[config.mk]
export PLATFORM = sky130hd
export DESIGN_NAME = min_coin_change_solver
export DESIGN_NICKNAME = d
export VERILOG_FILES = /design/src/rtl/mcc_pkg.sv /design/src/rtl/min_coin_change_solver.sv /design/src/rtl/mcc_ram.sv /design/src/rtl/mcc_cfg.sv /design/src/rtl/mcc_engine.sv
export SDC_FILE = /design/constraint.sdc
export NUM_CORES = 1
export LEC_CHECK = 0
export BUFFER_PORTS_ARGS = -buffer_cell sky130_fd_sc_hd__buf_2
export CELL_PAD_IN_SITES_DETAIL_PLACEMENT = 1
export CELL_PAD_IN_SITES_GLOBAL_PLACEMENT = 1
export CORE_MARGIN = 2
export CORE_UTILIZATION = 40
export CTS_CLUSTER_SIZE = 24
export DETAILED_ROUTE_END_ITERATION = 16
export PLACE_DENSITY_LB_ADDON = 0.1
export SYNTH_ARGS = -nofsm -noshare
export SYNTH_HDL_FRONTEND = slang
export SYNTH_SLANG_ARGS = --single-unit
[constraint.sdc]
create_clock -name clk -period 15.16 [get_ports clk]
set_input_delay 4.548 -clock clk [delete_from_list [all_inputs] [get_ports clk]]
set_output_delay 4.548 -clock clk [all_outputs]
set_load 0.01 [all_outputs]
[src/rtl/mcc_pkg.sv]
package mcc_pkg;

	localparam int DEF_MAX_AMOUNT = 63;
	localparam int DEF_NUM_COINS  = 4;

	localparam int COIN_W      = 6;
	localparam int COUNT_W     = 7;
	localparam int NUM_COIN_REGS = 4;
	localparam int CFG_ADDR_W  = 5;
	localparam int CFG_DATA_W  = 32;

	// count code for an amount that cannot be made
	localparam logic [COUNT_W-1:0] NO_WAY = 7'd127;

	localparam logic [2:0]        RST_COINS_IN_USE = 3'd4;
	localparam logic [COIN_W-1:0] RST_COIN_A       = 6'd1;
	localparam logic [COIN_W-1:0] RST_COIN_B       = 6'd5;
	localparam logic [COIN_W-1:0] RST_COIN_C       = 6'd6;
	localparam logic [COIN_W-1:0] RST_COIN_D       = 6'd9;

	typedef enum logic [2:0] {
		REG_COINS_IN_USE,
		REG_COIN_A,
		REG_COIN_B,
		REG_COIN_C,
		REG_COIN_D
	} mcc_reg_t;

	typedef enum logic [2:0] {
		ST_IDLE,
		ST_ZERO,
		ST_FILL,
		ST_DRAIN,
		ST_TRACE
	} mcc_state_t;

	typedef struct packed {
		logic [2:0]                           coins_in_use;
		logic [NUM_COIN_REGS-1:0][COIN_W-1:0] coin;
	} mcc_cfg_t;

	// one table entry: best count and the coin that reached it
	typedef struct packed {
		logic [COUNT_W-1:0] best;
		logic [COIN_W-1:0]  chosen;
	} mcc_entry_t;

	typedef struct packed {
		logic              valid;
		logic              reachable;
		logic [COIN_W-1:0] total;
		logic [COIN_W-1:0] value;
		logic              last;
	} mcc_result_t;

endpackage

[src/rtl/min_coin_change_solver.sv]
// minimum coin change solver
//
// configuration: apb-style port, registers at byte addresses 0 (coins_in_use),
// 4, 8, 12, 16 (coin_a .. coin_d). pready is always high; write only while idle.
// input: a target word is taken at a clock edge with start high and busy low.
// the block rebuilds a table of the least coin count for every amount up to
// the target in one single-port-read memory, one coin per amount per cycle,
// then traces back from the target one coin per cycle.
// output: each result word shows on the result ports for one cycle with
// result_valid high; the receiver cannot stall, so words are never held.
// a trace emits one word per cycle back to back, the last one marked.
// the fill is bound by the one table read per coin and amount.
// throughput: busy drops as the last word shows, so the next target can be
// taken at the edge that takes the last word.
// a zero target is answered without a fill, an out-of-range target from idle.
// reset: asynchronous, restores the default coin set; the table needs no
// clearing since every entry read is first rewritten for that target.
module min_coin_change_solver import mcc_pkg::*; #(
	parameter int MAX_AMOUNT = DEF_MAX_AMOUNT,
	parameter int NUM_COINS  = DEF_NUM_COINS
) (
	input  logic                  clk,
	input  logic                  arst_n,
	input  logic                  psel,
	input  logic                  penable,
	input  logic                  pwrite,
	input  logic [CFG_ADDR_W-1:0] paddr,
	input  logic [CFG_DATA_W-1:0] pwdata,
	output logic [CFG_DATA_W-1:0] prdata,
	output logic                  pready,
	input  logic                  start,
	output logic                  busy,
	input  logic [COIN_W-1:0]     target_amount,
	output logic                  result_valid,
	output logic                  reachable,
	output logic [COIN_W-1:0]     coin_total,
	output logic [COIN_W-1:0]     coin_value,
	output logic                  last_of_run
);

	mcc_cfg_t cfg;

	mcc_cfg u_cfg (
		.clk    (clk),
		.arst_n (arst_n),
		.psel   (psel),
		.penable(penable),
		.pwrite (pwrite),
		.paddr  (paddr),
		.pwdata (pwdata),
		.prdata (prdata),
		.pready (pready),
		.cfg    (cfg)
	);

	mcc_engine #(
		.MAX_AMOUNT(MAX_AMOUNT),
		.NUM_COINS (NUM_COINS)
	) u_engine (
		.clk          (clk),
		.arst_n       (arst_n),
		.cfg          (cfg),
		.start        (start),
		.target_amount(target_amount),
		.busy         (busy),
		.result_valid (result_valid),
		.reachable    (reachable),
		.coin_total   (coin_total),
		.coin_value   (coin_value),
		.last_of_run  (last_of_run)
	);

endmodule

[src/rtl/mcc_ram.sv]
module mcc_ram #(
	parameter int WIDTH = 8,
	parameter int DEPTH = 16,
	localparam int AW = (DEPTH > 1) ? $clog2(DEPTH) : 1
) (
	input  logic             clk,
	input  logic             wr_en,
	input  logic [AW-1:0]    wr_addr,
	input  logic [WIDTH-1:0] wr_data,
	input  logic             rd_en,
	input  logic [AW-1:0]    rd_addr,
	output logic [WIDTH-1:0] rd_data
);

	logic [WIDTH-1:0] mem [DEPTH];

	always_ff @(posedge clk) begin
		if (wr_en) begin
			mem[wr_addr] <= wr_data;
		end
		if (rd_en) begin
			rd_data <= mem[rd_addr];
		end
	end

endmodule

[src/rtl/mcc_cfg.sv]
module mcc_cfg import mcc_pkg::*; (
	input  logic                  clk,
	input  logic                  arst_n,
	input  logic                  psel,
	input  logic                  penable,
	input  logic                  pwrite,
	input  logic [CFG_ADDR_W-1:0] paddr,
	input  logic [CFG_DATA_W-1:0] pwdata,
	output logic [CFG_DATA_W-1:0] prdata,
	output logic                  pready,
	output mcc_cfg_t              cfg
);

	mcc_cfg_t cfg_q;
	mcc_reg_t reg_idx;
	logic     wr_hit;

	assign pready  = 1'b1;
	assign reg_idx = mcc_reg_t'(paddr[CFG_ADDR_W-1:2]);
	assign wr_hit  = psel && penable && pwrite && pready;
	assign cfg     = cfg_q;

	always_ff @(posedge clk or negedge arst_n) begin
		if (!arst_n) begin
			cfg_q.coins_in_use <= RST_COINS_IN_USE;
			cfg_q.coin[0]      <= RST_COIN_A;
			cfg_q.coin[1]      <= RST_COIN_B;
			cfg_q.coin[2]      <= RST_COIN_C;
			cfg_q.coin[3]      <= RST_COIN_D;
		end else if (wr_hit) begin
			unique case (reg_idx)
				REG_COINS_IN_USE: cfg_q.coins_in_use <= pwdata[2:0];
				REG_COIN_A:       cfg_q.coin[0] <= pwdata[COIN_W-1:0];
				REG_COIN_B:       cfg_q.coin[1] <= pwdata[COIN_W-1:0];
				REG_COIN_C:       cfg_q.coin[2] <= pwdata[COIN_W-1:0];
				REG_COIN_D:       cfg_q.coin[3] <= pwdata[COIN_W-1:0];
				default: ;
			endcase
		end
	end

	always_comb begin
		prdata = '0;
		unique case (reg_idx)
			REG_COINS_IN_USE: prdata = CFG_DATA_W'(cfg_q.coins_in_use);
			REG_COIN_A:       prdata = CFG_DATA_W'(cfg_q.coin[0]);
			REG_COIN_B:       prdata = CFG_DATA_W'(cfg_q.coin[1]);
			REG_COIN_C:       prdata = CFG_DATA_W'(cfg_q.coin[2]);
			REG_COIN_D:       prdata = CFG_DATA_W'(cfg_q.coin[3]);
			default:          prdata = '0;
		endcase
	end

endmodule

[src/rtl/mcc_engine.sv]
module mcc_engine import mcc_pkg::*; #(
	parameter int MAX_AMOUNT = DEF_MAX_AMOUNT,
	parameter int NUM_COINS  = DEF_NUM_COINS
) (
	input  logic              clk,
	input  logic              arst_n,
	input  mcc_cfg_t          cfg,
	input  logic              start,
	input  logic [COIN_W-1:0] target_amount,
	output logic              busy,
	output logic              result_valid,
	output logic              reachable,
	output logic [COIN_W-1:0] coin_total,
	output logic [COIN_W-1:0] coin_value,
	output logic              last_of_run
);

	localparam int DEPTH = MAX_AMOUNT + 1;
	localparam int AW    = (DEPTH > 1) ? $clog2(DEPTH) : 1;
	localparam int EW    = $bits(mcc_entry_t);

	mcc_state_t state_q, state_d;

	logic [COIN_W-1:0] target_q;
	logic [AW-1:0]     amt_q;
	logic [1:0]        j_q;

	// compare stage
	logic              valid_s1, last_s1, first_s1, skip_s1;
	logic [AW-1:0]     amt_s1;
	logic [COIN_W-1:0] coin_s1;
	logic [COUNT_W-1:0] best_q;
	logic [COIN_W-1:0]  chosen_q;

	// read forwarding
	logic       fwd_q;
	mcc_entry_t fwd_data_q;

	// traceback
	logic [AW-1:0]      rem_q;
	logic [COIN_W-1:0]  pend_q;
	logic [COUNT_W-1:0] total_q;
	logic               tr_first_q;

	// result register
	logic              strobe_q, reach_q, last_q;
	logic [COIN_W-1:0] total_out_q, value_q;

	logic       wr_en, rd_en;
	logic [AW-1:0] wr_addr, rd_addr;
	mcc_entry_t wr_data, ram_rdata, rd_eff, new_entry;
	mcc_result_t emit;

	logic [2:0]        used, slots_m1;
	logic [COIN_W-1:0] slot_coin, amt_ext;
	logic              last_slot, slot_skip, fill_done;

	logic [COUNT_W-1:0] base_best, cand;
	logic [COIN_W-1:0]  base_ch;
	logic               improve;

	logic [COIN_W-1:0] tr_c;
	logic              tr_ok, tr_stop;
	logic [AW-1:0]     tr_next;

	logic accept, in_range;

	mcc_ram #(
		.WIDTH(EW),
		.DEPTH(DEPTH)
	) u_table (
		.clk    (clk),
		.wr_en  (wr_en),
		.wr_addr(wr_addr),
		.wr_data(wr_data),
		.rd_en  (rd_en),
		.rd_addr(rd_addr),
		.rd_data(ram_rdata)
	);

	assign busy     = (state_q != ST_IDLE);
	assign accept   = start && !busy;
	assign in_range = (target_amount <= COIN_W'(MAX_AMOUNT));

	// slot decode: one slot per coin tried, at least one per amount
	always_comb begin
		used      = (cfg.coins_in_use > 3'(NUM_COINS)) ? 3'(NUM_COINS) : cfg.coins_in_use;
		slots_m1  = (used == 3'd0) ? 3'd0 : used - 3'd1;
		slot_coin = cfg.coin[j_q];
		amt_ext   = COIN_W'(amt_q);
		last_slot = ({1'b0, j_q} == slots_m1);
		slot_skip = ({1'b0, j_q} >= used) || (slot_coin == '0) || (slot_coin > amt_ext);
		fill_done = last_slot && (amt_q == target_q[AW-1:0]);
	end

	// compare stage, running best kept in registers
	always_comb begin
		rd_eff    = fwd_q ? fwd_data_q : ram_rdata;
		base_best = first_s1 ? NO_WAY : best_q;
		base_ch   = first_s1 ? '0 : chosen_q;
		cand      = rd_eff.best + COUNT_W'(1);
		improve   = !skip_s1 && (rd_eff.best != NO_WAY) && (cand < base_best);
		new_entry.best   = improve ? cand : base_best;
		new_entry.chosen = improve ? coin_s1 : base_ch;
	end

	always_comb begin
		tr_c    = rd_eff.chosen;
		tr_ok   = (rem_q != '0) && (tr_c != '0) && (tr_c <= COIN_W'(rem_q));
		tr_next = rem_q - tr_c[AW-1:0];
		tr_stop = tr_first_q ? ((rd_eff.best == NO_WAY) || !tr_ok) : !tr_ok;
	end

	always_comb begin
		state_d = state_q;
		unique case (state_q)
			ST_IDLE: begin
				if (accept && in_range) begin
					state_d = ST_ZERO;
				end
			end
			ST_ZERO:  state_d = (target_q == '0) ? ST_IDLE : ST_FILL;
			ST_FILL: begin
				if (fill_done) begin
					state_d = ST_DRAIN;
				end
			end
			ST_DRAIN: state_d = ST_TRACE;
			ST_TRACE: begin
				if (tr_stop) begin
					state_d = ST_IDLE;
				end
			end
			default:  state_d = ST_IDLE;
		endcase
	end

	always_comb begin
		wr_en   = valid_s1 && last_s1;
		wr_addr = amt_s1;
		wr_data = new_entry;
		rd_en   = 1'b0;
		rd_addr = '0;
		emit    = '0;
		unique case (state_q)
			ST_IDLE: begin
				if (accept && !in_range) begin
					emit.valid = 1'b1;
					emit.last  = 1'b1;
				end
			end
			ST_ZERO: begin
				wr_en   = 1'b1;
				wr_addr = '0;
				wr_data = '0;
				if (target_q == '0) begin
					emit.valid     = 1'b1;
					emit.reachable = 1'b1;
					emit.last      = 1'b1;
				end
			end
			ST_FILL: begin
				rd_en   = !slot_skip;
				rd_addr = amt_q - slot_coin[AW-1:0];
			end
			ST_DRAIN: begin
				// target entry is written now, forwarding picks it up
				rd_en   = 1'b1;
				rd_addr = target_q[AW-1:0];
			end
			ST_TRACE: begin
				if (tr_first_q) begin
					if (rd_eff.best == NO_WAY) begin
						emit.valid = 1'b1;
						emit.last  = 1'b1;
					end else if (!tr_ok) begin
						emit.valid     = 1'b1;
						emit.reachable = 1'b1;
						emit.total     = rd_eff.best[COIN_W-1:0];
						emit.last      = 1'b1;
					end
				end else begin
					// the held coin goes out once the next step is known
					emit.valid     = 1'b1;
					emit.reachable = 1'b1;
					emit.total     = total_q[COIN_W-1:0];
					emit.value     = pend_q;
					emit.last      = !tr_ok;
				end
				if (tr_ok && !(tr_first_q && rd_eff.best == NO_WAY)) begin
					rd_en   = 1'b1;
					rd_addr = tr_next;
				end
			end
			default: ;
		endcase
	end

	always_ff @(posedge clk or negedge arst_n) begin
		if (!arst_n) begin
			state_q    <= ST_IDLE;
			amt_q      <= '0;
			j_q        <= '0;
			valid_s1   <= 1'b0;
			fwd_q      <= 1'b0;
			tr_first_q <= 1'b0;
			strobe_q   <= 1'b0;
		end else begin
			state_q    <= state_d;
			valid_s1   <= (state_q == ST_FILL);
			fwd_q      <= wr_en && rd_en && (wr_addr == rd_addr);
			tr_first_q <= (state_q == ST_DRAIN);
			strobe_q   <= emit.valid;
			if (state_q == ST_ZERO) begin
				amt_q <= AW'(1);
				j_q   <= '0;
			end else if (state_q == ST_FILL) begin
				if (last_slot) begin
					amt_q <= amt_q + AW'(1);
					j_q   <= '0;
				end else begin
					j_q <= j_q + 2'd1;
				end
			end
		end
	end

	always_ff @(posedge clk) begin
		if (accept) begin
			target_q <= target_amount;
		end
		last_s1    <= last_slot;
		first_s1   <= (j_q == 2'd0);
		skip_s1    <= slot_skip;
		amt_s1     <= amt_q;
		coin_s1    <= slot_coin;
		fwd_data_q <= wr_data;
		if (valid_s1) begin
			best_q   <= new_entry.best;
			chosen_q <= new_entry.chosen;
		end
		if (state_q == ST_DRAIN) begin
			rem_q <= target_q[AW-1:0];
		end else if (state_q == ST_TRACE && tr_ok) begin
			rem_q  <= tr_next;
			pend_q <= tr_c;
		end
		if (state_q == ST_TRACE && tr_first_q) begin
			total_q <= rd_eff.best;
		end
		if (emit.valid) begin
			reach_q     <= emit.reachable;
			total_out_q <= emit.total;
			value_q     <= emit.value;
			last_q      <= emit.last;
		end
	end

	assign result_valid = strobe_q;
	assign reachable    = reach_q;
	assign coin_total   = total_out_q;
	assign coin_value   = value_q;
	assign last_of_run  = last_q;

endmodule

==> results of run 1 <==
## logic make-up after synthesis
| family | Yosys count | synth area share, % |
|---|---|---|
| XOR/XNOR | 24 | 0.533 |
| AND/OR/NAND/NOR | 969 | 10.5 |
| AO/OA/AOI/OAI | 472 | 8.46 |
| adder cells (fa/ha/maj) | 28 | 0.926 |
| other | 2 | 0.0190 |
| multiplexers | 169 | 4.62 |
| flip-flops | 966 | 72.3 |
| buffers and inverters | 220 | 2.66 |
## synth_stat cells (all sizes together), types with 4 or more instances
master	number
dfrtp	34
or3	7
a2111oi	4
nor3	36
o21ai	29
a211oi	13
mux4	6
dfxtp	28
a21o	5
o21a	13
mux2i	124
and3	13
a21boi	26
nand2	567
ha	26
a32oi	91
dfstp	8
a22o	6
nor2	114
mux2	39
a31oi	51
o22ai	15
inv	29
nand4	23
nor4	5
edfxtp	896
and2	4
xor2	9
a22oi	49
buf	109
xnor2	15
o32ai	4
nand2b	10
nor2b	16
o22a	11
nand3	163
clkbuf	82
a21oi	121
a211o	14
## registers in the layout, summed over array words and instances (netlist names), 2 cells and up
signal                    flops
u_cfg.cfg                    27
u_engine.total_q              6
u_engine.j_q                  2
u_engine.amt_ext              6
u_engine.best_q               7
u_engine.pend_q               6
u_engine.coin_total           6
u_engine.fwd_data_q          13
u_engine.amt_s1               6
u_engine.coin_s1              6
u_engine.target_q             6
u_engine.coin_value           6
u_engine.rem_q                6
u_engine.chosen_q             6
u_engine.u_table.mem        832
u_engine.u_table.rd_data     13
u_engine.state_q              3
## layer usage
layer / share of wire (%) / global-route usage [%] / vias to the layer above
li1: - / - / 10822
met1: 45 / 31.4 / 12738
met2: 49 / 38.2 / 583
met3: 4.3 / 2.73 / 152
met4: 2.3 / 5.73 / 0
met5: 0 / 0 / -
## worst max-delay path, stage by stage
cell	delay, ns
buf_2	0.24
mux2_2	0.37
a22oi_1	0.18
o21ai_0	0.10
buf_2	0.15
## worst paths after layout
kind / endpoint / cells past startpoint
worst min register to register: u_engine.amt_s1[5] / 0
min in group asynchronous: u_cfg.cfg[1] / 1
max in group asynchronous: u_engine.result_valid / 1
worst max-delay path: prdata[3] / 5
worst min-delay path: u_engine.amt_s1[5] / 0
worst max register to register: u_engine.u_table.rd_data[12] / 15
## power breakdown
group	internal, mW	total [mW]	switching, mW
clock network	1.42	2.48	1.05
logic	1.14	4.27	3.13
registers	3.58	3.69	0.111
total	6.14	10.4	4.30
## cell usage in the layout, fill, tap and decap left out, types with 22 or more instances in the layout
master,netlist,final
a21oi_1,121,115
nand2_1,567,567
nor3_1,36,33
clkbuf_16,0,107
mux2_2,37,37
a22oi_1,49,49
o21ai_0,26,25
clkbuf_1,82,22
dfxtp_1,28,28
edfxtp_1,896,896
ha_1,26,26
dfrtp_1,34,34
inv_1,28,28
buf_2,55,42
nor2_2,2,31
conb_1,2,27
a32oi_1,91,91
mux2i_1,124,124
clkinv_1,0,26
nand4_1,23,23
nor2_1,111,78
a31oi_1,50,50
buf_4,33,65
nand3_1,163,163
## cell type report
type / instances / area (sq um) / share of cell area, %
inverter: 29 / 109 / 0.244
clock inverter: 61 / 536 / 1.20
tap: 1287 / 1610 / 3.61
clock buffer: 129 / 2760 / 6.18
multi-input combinational: 1689 / 10300 / 23.0
antenna: 2 / 5.00 / 0.0112
timing repair buffer: 112 / 798 / 1.79
sequential: 966 / 28500 / 63.9
==> results.toml, run 1 <==
[outcome]
status = "finished clean"

[timing]
finalCriticalPeriod_ns = 10.13
worstMarginPinSlew_ns = 1.26
rsz0062_at_grt = "false"
holdWs_ns = 0.532
finalHoldViolations = 0
slew_headroom_pct = 15.2
finalCritPeriodShare_pct = 66.8
fmax_mhz = 98.7
fin_tns_setup_ns = 0
finalMaxSlewViolations = 0
skew_ns = 0.0355
setup_viol_count_final = 0
layout_setup_ws_ns = 5.03

[clocking]
hold_buffers = 0
postCtsSetupBuffers = 0
cts_buffers = 106
cts_buffer_depth = 3
worstSkewPairLatency_ns = 0.70
clock_tree.root_cell = "clkbuf_16"
cts_resized = 0
clock-sinks = 966
clkSlewWorstSetupHoldPaths_ns = 0.06
htree_levels = 3
tritoncts = "built"

[synthesis]
synth_area_sq_mm = 0.0395
synth_flop_cell = "edfxtp_1"
synth_top_area_share_pct = 68.2
ys_seq_elements = 966
syn_area_per_cell_sq_um = 13.8
synth_cells = 2850
yosys.area.top_type = "edfxtp_1"
synthTopCellsByArea = "edfxtp_1, nand2_1, mux2i_1"
ys_seq_area_share_pct = 72.3
ys_warn_count = 0
synth_cell_types = 73
async_reset_ff_share_pct = 4.35
synth_edf_count = 896

[placed_design]
place_congestion = 0.805
port_buffers = 42
dp_worst_setup_slack_ns = 5.03
dp_cells = 4083
place_area_sq_mm = 0.0413
dp.final_hpwl_um = 67100

[layout]
final_util_pct = 45.5
fill_cells = 9783
stdcell_area_sq_mm = 0.0446
final_cells = 4275
syn2layout_area_growth_pct = 13.1
nets = 2981
drive_gt1_share_pct = 12.5

[critical_path]
r2r_start = "u_engine.fwd_q"
crit_start = "paddr[2]"
critPathKind = "primary input to primary output"
cp-start-kind = "primary input"
crit_fanout = 13
reg2reg_slack_ns = 9.18
crit_required_ns = 10.61
worstPathArrival_ns = 5.58
crit_path_end_kind = "primary output"

[floorplanning]
die_h_um = 318
ios = 98
start_util_pct = 40.2
dieWidth_um = 318
dieArea_sq_mm = 0.101
rows = 115
core_area_sq_mm = 0.0981

[global_route]
grt_pass1_wl_um = 170000
antenna_found_initial = 3
grt_usage_pct = 22.7
grt_start_max_net_pins = 182
grt_pass1_vias = 25352
gr-total-overflow = 0

[min_path]
min-delay-start = "u_engine.amt_ext[5]"
hp-class = "flop to flop"

[power_and_ir_drop]
power.density_mw_per_mm2 = 234
finalPower_mw = 10.4
ir_drop_mv = 0.178
p_leak_nw = 15.2

[route]
dr.first_iter.drc_count = 2027
wl_per_cell_um = 27.0
routed_via_density = 5.68
dr.pass1.iters = 5
ant_nets = 0
num_vias = 24295
wl_um = 115000
route.detailed.drc = 0

[flow_run]
cap_violations = 0
No activity file was read; power rests on OpenSTA's default activity.
==> run 2: changes to the inputs <==
==> constraint.sdc (replaced) <==
create_clock -name clk -period 8.25 [get_ports clk]
set_input_delay 2.475 -clock clk [delete_from_list [all_inputs] [get_ports clk]]
set_output_delay 2.475 -clock clk [all_outputs]
set_load 0.01 [all_outputs]
==> results.toml, run 2 (synthesized netlist as in run 1, its figures left out) <==
[power_and_ir_drop]
p_leak_nw = 15.3
power.density_mw_per_mm2 = 432
ir_drop_mv = 0.294

[clocking]
clock-sinks = 966
postCtsSetupBuffers = 0
worstSkewPairLatency_ns = 0.68
cts_buffers = 105
cts_buffer_depth = 3
htree_levels = 3
hold_buffers = 0
tritoncts = "built"
clkSlewWorstSetupHoldPaths_ns = 0.05
clock_tree.root_cell = "clkbuf_16"
cts_resized = 0

[flow_run]
cap_violations = 0

[floorplanning]
die_h_um = 318
dieWidth_um = 318
dieArea_sq_mm = 0.101
core_area_sq_mm = 0.0981
ios = 98
rows = 115
start_util_pct = 40.2

[timing]
rsz0062_at_grt = "false"
finalCritPeriodShare_pct = 72.6
setup_viol_count_final = 0
finalHoldViolations = 0
worstMarginPinSlew_ns = 1.32
finalCriticalPeriod_ns = 5.99
fin_tns_setup_ns = 0
finalMaxSlewViolations = 0
fmax_mhz = 167
holdWs_ns = 0.518
slew_headroom_pct = 11.6
skew_ns = 0.0264

[critical_path]
r2r.worst_path.cells = 14
crit_path_end_kind = "primary output"
reg2reg_slack_ns = 2.58
r2r_end = "u_engine.u_table.rd_data[12]"
crit_required_ns = 5.78
worstPathArrival_ns = 3.51
cp-start-kind = "primary input"
critPathKind = "primary input to primary output"
r2r_start = "u_engine.fwd_q"
crit_fanout = 13

[route]
num_vias = 24397
top_layer = "met4"
wl_um = 117000
ant_nets = 0
route.detailed.drc = 0
routed_via_density = 5.69
wl_per_cell_um = 27.2
dr.first_iter.drc_count = 2063
wl_met3_um = 4930
wl_met2_um = 55700
dr.pass1.iters = 7
drt-met1-wl_um = 53400

[global_route]
antenna_found_initial = 2
gr-total-overflow = 0
grt_usage_pct = 22.8
grt_start_max_net_pins = 123
grt_pass1_vias = 25067
grt_pass1_wl_um = 171000

[min_path]
min_path_cells = 0
min-delay-start = "u_engine.amt_ext[5]"
min_to = "u_engine.amt_s1[5]"
hp-class = "flop to flop"

[placed_design]
port_buffers = 42
place_congestion = 0.821
dp.final_hpwl_um = 69100

[layout]
largest_register = "u_engine.u_table.mem"
multiInputGateArea_sq_mm = 0.0103
seqCellArea_sq_mm = 0.0285
drive_gt1_share_pct = 12.9
layout_common_cells = "edfxtp_1, nand2_1, nand3_1, mux2i_1, a21oi_1"
largest_reg_flops = 832
syn2layout_area_growth_pct = 13.6
mostFrequentLayoutCell = "edfxtp_1"
nets = 2990
fill_cells = 9788

[outcome]
status = "finished clean"
[run 2: area by class of cell]
class,instances,share of cell area [%]
timing repair buffer,122,1.95
tap,1287,3.59
clock inverter,67,1.42
sequential,966,63.6
multi-input combinational,1689,22.9
antenna,2,0.0112
clock buffer,128,6.22
inverter,29,0.243
[run 2: power breakdown]
part	total, mW	switching [mW]	internal [mW]
registers	6.79	0.217	6.57
clock network	4.71	1.94	2.76
logic	7.89	5.77	2.12
total	19.4	7.93	11.5
[run 2: stage by stage]
step | power [mW] | std cells | setup slack [ns] | util, % | instance area (sq um)
6_report | 19.4 | 4290 | 2.26 | 45.7 | 44800
3_3_place_gp | 14.6 | 4093 | 2.25 | 42.2 | 41400
4_1_cts | 19.5 | 4288 | 2.25 | 45.7 | 44800
3_5_place_dp | 14.8 | 4093 | 2.25 | 42.2 | 41400
2_1_floorplan | 11.5 | 2875 | 1.74 | - | 39500
5_1_grt | 20.2 | 4288 | 2.17 | 45.7 | 44800
[run 2: critical path, stage by stage]
cell,delay [ns]
buf_2,0.24
mux2_2,0.37
a22oi_1,0.19
o21ai_0,0.09
buf_2,0.14
[run 2: worst max-delay path by stage]
stage                   start                    endpoint  slack [ns]  cells after the start
2_1_floorplan  u_engine.fwd_q  u_engine.u_table.mem[0][8]        1.74                     14
3_3_place_gp         paddr[2]                   prdata[3]        2.25                      5
3_5_place_dp         paddr[2]                   prdata[3]        2.25                      5
4_1_cts              paddr[2]                   prdata[3]        2.25                      5
5_1_grt              paddr[2]                   prdata[3]        2.17                      5
6_report             paddr[2]                   prdata[3]        2.26                      5
[run 2: metal layers]
metal / global-route usage [%] / vias to the layer above
met5: 0 / -
met3: 2.82 / 152
met4: 5.60 / 0
met1: 32.6 / 12823
li1: - / 10849
met2: 37.3 / 573
